<file path="config.mk">
export PLATFORM = sky130hd
export DESIGN_NAME = streaming_kth_largest_tracker_top
export DESIGN_NICKNAME = d
export VERILOG_FILES = /design/src/rtl/kslt_pkg.sv /design/src/rtl/kslt_cell.sv /design/src/rtl/streaming_kth_largest_tracker_top.sv
export VERILOG_INCLUDE_DIRS = /design/src /design/src/rtl
export SDC_FILE = /design/constraint.sdc
export NUM_CORES = 2
export LEC_CHECK = 0
export BUFFER_PORTS_ARGS = -buffer_cell sky130_fd_sc_hd__buf_4
export CELL_PAD_IN_SITES_DETAIL_PLACEMENT = 0
export CELL_PAD_IN_SITES_GLOBAL_PLACEMENT = 1
export CORE_MARGIN = 1.5
export CORE_UTILIZATION = 51
export CTS_CLUSTER_SIZE = 16
export DETAILED_ROUTE_END_ITERATION = 12
export GPL_ROUTABILITY_DRIVEN = 1
export PLACE_DENSITY_LB_ADDON = 0.1
export SLEW_MARGIN = 15
export SYNTH_ARGS = -nofsm -noshare
export SYNTH_HDL_FRONTEND = slang
export SYNTH_SLANG_ARGS = --single-unit
</file>
<file path="constraint.sdc">
create_clock -name clk -period 28 [get_ports clk]
set_input_delay 8.4 -clock clk [delete_from_list [all_inputs] [get_ports clk]]
set_output_delay 8.4 -clock clk [all_outputs]
set_load 0.1 [all_outputs]
</file>
<file path="src/rtl/streaming_kth_largest_tracker_top_defines.svh">
// ----------------------------------------------------------------------------
// Assertion macros for the k-th largest tracker
// Clocked property checks, with and without the reset qualifier.
// ----------------------------------------------------------------------------
`ifndef STREAMING_KTH_LARGEST_TRACKER_TOP_DEFINES_SVH
`define STREAMING_KTH_LARGEST_TRACKER_TOP_DEFINES_SVH

`ifndef ASSERT_OFF
// Property checked on every rising edge while out of reset.
`define KSLT_ASSERT(lbl, prop, msg) \
	lbl: assert property (@(posedge clk) disable iff (!arst_n) prop) else $error(msg);
// Property checked on every rising edge, reset included.
`define KSLT_ASSERT_ALWAYS(lbl, prop, msg) \
	lbl: assert property (@(posedge clk) prop) else $error(msg);
`else
`define KSLT_ASSERT(lbl, prop, msg)
`define KSLT_ASSERT_ALWAYS(lbl, prop, msg)
`endif

`endif

</file>
<file path="src/rtl/kslt_pkg.sv">
// ----------------------------------------------------------------------------
// kslt_pkg
// Shared constants and types of the k-th largest tracker cell row.
// ----------------------------------------------------------------------------
package kslt_pkg;

	// Number of cells, which is the largest rank the block can report.
	localparam int MAX_RANK = 16;
	localparam int WORD_W   = 32;
	localparam int RANK_W   = 5;
	localparam int CNT_W    = $clog2(MAX_RANK + 1);
	localparam int IDX_W    = (MAX_RANK > 1) ? $clog2(MAX_RANK) : 1;

	// Command broadcast from the control to every cell.
	typedef struct packed {
		logic ins;   // insert the word, store grows by one
		logic dins;  // drop the smallest entry and insert the word
		logic clr;   // empty the store
	} kslt_cmd_t;

	// What a cell shows its neighbors and the readout.
	typedef struct packed {
		logic signed [WORD_W-1:0] val;
		logic                     vld;
		logic                     shift;  // entry empty or larger than the word
	} kslt_tap_t;

endpackage

</file>
<file path="src/rtl/kslt_cell.sv">
// ----------------------------------------------------------------------------
// kslt_cell
// One slot of the ascending store. It compares its entry with the incoming
// word and takes its own, its neighbor's or the new word.
// ----------------------------------------------------------------------------
module kslt_cell import kslt_pkg::*; (
	input  logic                     clk,
	input  logic                     arst_n,
	input  logic signed [WORD_W-1:0] value,
	input  kslt_cmd_t                cmd,
	input  kslt_tap_t                left,
	input  kslt_tap_t                right,
	output kslt_tap_t                tap
);

	logic signed [WORD_W-1:0] val_q;
	logic signed [WORD_W-1:0] val_d;
	logic                     vld_q;
	logic                     vld_d;
	logic                     shift;

	// The new word belongs at or below this slot.
	assign shift = !vld_q || (val_q > value);
	assign tap   = '{val: val_q, vld: vld_q, shift: shift};

	// Insert moves larger entries up; drop and insert moves smaller ones down.
	always_comb begin
		val_d = val_q;
		if (cmd.ins) begin
			if (shift) begin
				val_d = left.shift ? left.val : value;
			end
		end else if (cmd.dins) begin
			if (!right.shift) begin
				val_d = right.val;
			end else if (!shift) begin
				val_d = value;
			end
		end
	end

	// An insert fills exactly the slot above the last valid one.
	always_comb begin
		vld_d = vld_q;
		if (cmd.clr) begin
			vld_d = 1'b0;
		end else if (cmd.ins) begin
			vld_d = vld_q | left.vld;
		end
	end

	always_ff @(posedge clk or negedge arst_n) begin
		if (!arst_n) begin
			vld_q <= 1'b0;
		end else begin
			vld_q <= vld_d;
		end
	end

	// Entry data needs no reset; it is read only while valid.
	always_ff @(posedge clk) begin
		val_q <= val_d;
	end

endmodule

</file>
<file path="src/rtl/streaming_kth_largest_tracker_top.sv">
// ----------------------------------------------------------------------------
// streaming_kth_largest_tracker_top
// Keeps the k largest words of a set in a row of sorting cells and reports
// the k-th largest when the set ends.
// ----------------------------------------------------------------------------
// Every word is taken by the whole row: all cells of the row compare against it
// at once and shift in the same clock, so a new word may follow in the next
// cycle. After a word marked last, the result is read out of the row into the
// output register and the row is emptied; input ready is low until that
// readout is done, and the readout waits while a previous result still sits
// in the output register. A rank of zero acts as one and a rank above the row
// length acts as the row length. When fewer than k words were kept, the
// smallest kept word is given with short_set high.
`include "streaming_kth_largest_tracker_top_defines.svh"

module streaming_kth_largest_tracker_top import kslt_pkg::*; (
	input  logic                     clk,
	input  logic                     arst_n,
	input  logic                     wr_en,
	input  logic [RANK_W-1:0]        wr_data,
	input  logic                     in_valid,
	output logic                     in_ready,
	input  logic signed [WORD_W-1:0] value,
	input  logic                     last,
	output logic                     out_valid,
	input  logic                     out_ready,
	output logic signed [WORD_W-1:0] kth_value,
	output logic                     short_set
);

	logic [RANK_W-1:0]        rank_q;
	logic [CNT_W-1:0]         count_q;
	logic [CNT_W-1:0]         eff_k;
	logic [CNT_W-1:0]         diff;
	logic [IDX_W-1:0]         rd_idx;
	logic                     pend_q;
	logic                     out_valid_q;
	logic signed [WORD_W-1:0] out_val_q;
	logic                     out_short_q;
	logic                     acc;
	logic                     ld;
	logic                     full;
	logic                     beats_min;
	kslt_cmd_t                cmd;
	kslt_tap_t                taps [MAX_RANK];
	kslt_tap_t                lefts [MAX_RANK];
	kslt_tap_t                rights [MAX_RANK];
	logic [MAX_RANK-1:0]      vld_vec;

	// Rank register.
	always_ff @(posedge clk or negedge arst_n) begin
		if (!arst_n) begin
			rank_q <= RANK_W'(1);
		end else if (wr_en) begin
			rank_q <= wr_data;
		end
	end

	// Clamp the rank into one to the row length.
	always_comb begin
		if (rank_q == '0) begin
			eff_k = CNT_W'(1);
		end else if (int'(rank_q) > MAX_RANK) begin
			eff_k = CNT_W'(MAX_RANK);
		end else begin
			eff_k = CNT_W'(rank_q);
		end
	end

	// Handshake and command decode.
	assign in_ready  = !pend_q;
	assign acc       = in_valid && in_ready;
	assign ld        = pend_q && (!out_valid_q || out_ready);
	assign full      = (count_q >= eff_k);
	assign beats_min = taps[0].vld && (value > taps[0].val);

	always_comb begin
		cmd.ins  = acc && !full;
		cmd.dins = acc && full && beats_min;
		cmd.clr  = ld;
	end

	// Neighbor wiring; the ends look like an always-valid bottom and empty top.
	genvar gi;
	generate
		for (gi = 0; gi < MAX_RANK; gi++) begin : g_row
			if (gi == 0) begin : g_bot
				assign lefts[gi] = '{val: '0, vld: 1'b1, shift: 1'b0};
			end else begin : g_mid_l
				assign lefts[gi] = taps[gi-1];
			end
			if (gi == MAX_RANK - 1) begin : g_top
				assign rights[gi] = '{val: '0, vld: 1'b0, shift: 1'b1};
			end else begin : g_mid_r
				assign rights[gi] = taps[gi+1];
			end
			assign vld_vec[gi] = taps[gi].vld;

			kslt_cell u_cell (
				.clk    (clk),
				.arst_n (arst_n),
				.value  (value),
				.cmd    (cmd),
				.left   (lefts[gi]),
				.right  (rights[gi]),
				.tap    (taps[gi])
			);
		end
	endgenerate

	// Entry count and pending readout.
	always_ff @(posedge clk or negedge arst_n) begin
		if (!arst_n) begin
			count_q <= '0;
			pend_q  <= 1'b0;
		end else begin
			if (ld) begin
				count_q <= '0;
			end else if (cmd.ins) begin
				count_q <= count_q + CNT_W'(1);
			end
			if (ld) begin
				pend_q <= 1'b0;
			end else if (acc && last) begin
				pend_q <= 1'b1;
			end
		end
	end

	// The k-th largest sits k-1 places below the top of the kept entries.
	assign diff   = count_q - eff_k;
	assign rd_idx = full ? diff[IDX_W-1:0] : '0;

	// Output register.
	always_ff @(posedge clk or negedge arst_n) begin
		if (!arst_n) begin
			out_valid_q <= 1'b0;
		end else if (ld) begin
			out_valid_q <= 1'b1;
		end else if (out_ready) begin
			out_valid_q <= 1'b0;
		end
	end

	always_ff @(posedge clk) begin
		if (ld) begin
			out_val_q   <= taps[rd_idx].val;
			out_short_q <= !full;
		end
	end

	assign out_valid = out_valid_q;
	assign kth_value = out_val_q;
	assign short_set = out_short_q;

	// Checks.
	`KSLT_ASSERT(a_count_bound, (int'(count_q) <= MAX_RANK), "entry count beyond row length")
	`KSLT_ASSERT(a_vld_count, ($countones(vld_vec) == int'(count_q)), "valid bits disagree with count")
	`KSLT_ASSERT(a_last_pends, (acc && last |=> pend_q), "last word did not start readout")
	`KSLT_ASSERT(a_pend_stall, (pend_q |-> !in_ready), "word taken during readout")

endmodule
</file>
==> reports/qor.txt <==
Total GRT Usage -> 0.423
post-cts sizing count -> 0
Clk Latency, worst-skew pair -> 670 ps
WL/cell -> 33.1 um
Synth Flop Type -> edfxtp_1
chip height -> 323 um
post-CTS setup buffers -> 0
run status -> finished, final reports clean
clk sinks -> 573
initial core utilization -> 0.514
core area -> 102,000 um^2
Inst Count DP -> 6,698
crit path capture type -> register
vias in the first global route -> 48,600
# IOs -> 78
largest net degree at the start of global routing -> 186
Clock Root Buffer -> clkbuf_16
synthesized area -> 52,200 um^2
Final setup viols -> 0
Die ar. -> 104,000 um^2
Synth Area per Inst -> 9.23 um^2
hold crit path type -> register to register
crit share post-route -> 0.510
Critical Path RT -> 28,290 ps
Layout Nets -> 5,971
max-slew violations -> 0
share of cells above drive strength 1 -> 0.101
setup TNS -> 0 ps
Die Width -> 323 um
R2R Setup Slk -> 21,270 ps
Iteration-0 DRC Markers -> 7,214
first-pass GRT wire length -> 331,000 um
Critical R2R Launch -> rank_q[3]
hold path startpoint -> g_row[13].u_cell.vld_q
hold path cells -> 2
Overflow after GRT -> 0
clock skew -> 20.4 ps
Synth async-reset ratio -> 0.0489
Hold Fails Final Rpt -> 0
Clk pin slew, worst setup/hold paths -> 60 ps
hold endpoint -> g_row[14].u_cell.vld_q
Remaining DRCs -> 0
sequential-to-total area share from yosys stat -> 0.327
initial antenna violation count -> 8
CTS tree -> done
Placer Congestion -> 0.970
maxcap violations -> 0
Avg Vias per Cell -> 7.60
YS warnings -> 0
H-tree Lvls -> 3
Achievable Freq -> 70.0 MHz
RR Endpoint -> g_row[14].u_cell.val_q[14]
post-route insts no fill -> 6,839
reg2reg path depth -> 14
Crit path arrival time -> 14,560 ps
Synth cell types -> 88
syn_nets -> 6,224
Worst Tran Pin Value -> 1310 ps
crit-path max FO -> 152
fin crit period -> 14,280 ps
#FFs+latches synth -> 573
Crit Path Category -> input port to register
startpoint types -> input port
clock tree buffer depth -> 3
RSZ-0062 raised after global routing -> no
Area Overhead vs Synth -> 7.75%
Mapped Cells -> 5,662
dpl hpwl -> 148,000 um
via count -> 52,000
final antenna-violating net count -> 0
IO buf count -> 77
TritonCTS Buffers -> 76
max_slew headroom -> 0.119
total wire length -> 226,000 um
Core Rows -> 117
first drt pass iteration count -> 6
Hold Buf Count CTS -> 0
number of flops mapped to enable cells by yosys -> 545
==> critical path: stages <==
cell and delay [ps]:
buf_4 130, inv_1 50, buf_4 400, ha_1 330, a21oi_1 120, o21ai_0 100
a221oi_1 500, a31oi_1 340, o22ai_1 260, nand2_1 150, a21oi_4 190, buf_12 540
buf_4 900, buf_4 890, buf_4 730
==> synthesized netlist by cell type, types with 12 or more instances <==
cell,number,share of area
o31ai_1,39,0.0056
a311oi_1,57,0.0096
edfxtp_1,545,0.31
or2_0,23,0.0028
o21a_1,203,0.029
ha_1,518,0.12
a31o_1,34,0.0057
a32o_1,97,0.019
a211o_1,35,0.0059
buf_2,57,0.0055
a31oi_1,135,0.016
nand2_1,240,0.017
o21ai_1,241,0.023
or2_1,12,0.0014
dfrtp_1,27,0.013
nand3_1,64,0.0061
o22ai_1,160,0.019
nand4_1,102,0.012
a211oi_2,33,0.0079
mux2_2,90,0.019
nor2_1,281,0.020
o21ai_0,409,0.039
nor4_1,84,0.010
a21o_1,39,0.0056
a21oi_1,404,0.039
and4_1,13,0.0022
a22oi_1,32,0.0046
nor3_1,22,0.0021
or3_1,41,0.0049
a211oi_1,171,0.025
buf_1,25,0.0018
mux2i_1,130,0.025
inv_1,113,0.0081
o32ai_1,62,0.010
o2bb2ai_1,195,0.033
mux4_2,28,0.012
o211ai_1,267,0.038
nor2b_1,19,0.0023
clkbuf_1,445,0.032
==> worst max-delay path by stage <==
stage                    from                          to  slack (ps)  depth (start not counted)
CTS                  value[5]  g_row[14].u_cell.val_q[13]       14060                         15
floorplan           value[31]   g_row[10].u_cell.val_q[0]        4780                         10
global placement     value[5]   g_row[13].u_cell.val_q[5]       13360                         15
finish               value[5]  g_row[14].u_cell.val_q[14]       13720                         15
global route         value[5]  g_row[14].u_cell.val_q[13]       13660                         15
detailed placement   value[5]   g_row[13].u_cell.val_q[5]       13370                         15
==> layer usage <==
layer	vias up	share of wire	global-route usage
li1	22400	-	-
met3	798	0.12	0.0957
met5	-	0.00035	0.000926
met4	12	0.067	0.248
met1	25200	0.39	0.561
met2	3579	0.43	0.632
==> layout make-up <==
class | count | area (um^2)
flip-flops and latches | 573 | 17100
repair buffers | 210 | 1630
diodes | 1 | 2.50
well taps | 1368 | 1710
clock buffers | 102 | 2180
multi-input cells | 4432 | 32900
inverters | 116 | 437
fillers | 9267 | 45400
clock inverters | 37 | 402
==> flip-flops by register name, indices dropped and copies added (netlist names) <==
register,flops
g_row.u_cell.val_q,512
kth_value,32
g_row.u_cell.vld_q,16
count_q,5
rank_q,5
out_valid,1
pend_q,1
short_set,1
==> metrics by stage <==
step / hold slack [ps] / utilization / setup slack (ps) / area, um^2
floorplan: 468 / - / 4780 / 52300
global placement: 500 / 0.528 / 13360 / 53700
detailed placement: 514 / 0.528 / 13370 / 53700
CTS: 529 / 0.553 / 14060 / 56300
global route: 565 / 0.553 / 13660 / 56300
finish: 526 / 0.553 / 13720 / 56300
==> cells by family after synthesis <==
kind of cell | share of synthesized area
fa+ha+maj | 0.124
mux | 0.0583
buf+inv | 0.0501
flops | 0.327
compound gates | 0.350
xor+xnor | 0.00101
simple gates | 0.0895
==> cell usage in the layout (no fill, tap or decap), drive strengths merged, types with 12 or more instances in the layout <==
cell     Yosys  routed
o21ai      650     650
edfxtp     545     545
ha         518     518
a21oi      406     406
nor2       283     283
o211ai     276     276
nand2      240     240
buf         96     210
a211oi     204     204
o21a       203     203
o2bb2ai    195     195
o22ai      160     160
a31oi      136     136
mux2i      130     130
inv        115     115
nand4      102     102
clkbuf     445     102
mux2        99      99
a32o        97      97
nor4        88      88
nand3       64      64
o32ai       62      62
a311oi      57      57
or3         41      41
o31ai       41      41
a21o        39      39
a31o        38      38
or2         36      36
a211o       35      35
a22oi       32      32
mux4        28      28
clkinv       1      28
dfrtp       27      27
nor3        23      23
nor2b       19      19
and4        13      13
a21boi      12      12
and2        12      12
Power is not shown: default switching activity piles up to over one toggle a cycle in this logic, so the estimate is an artifact.
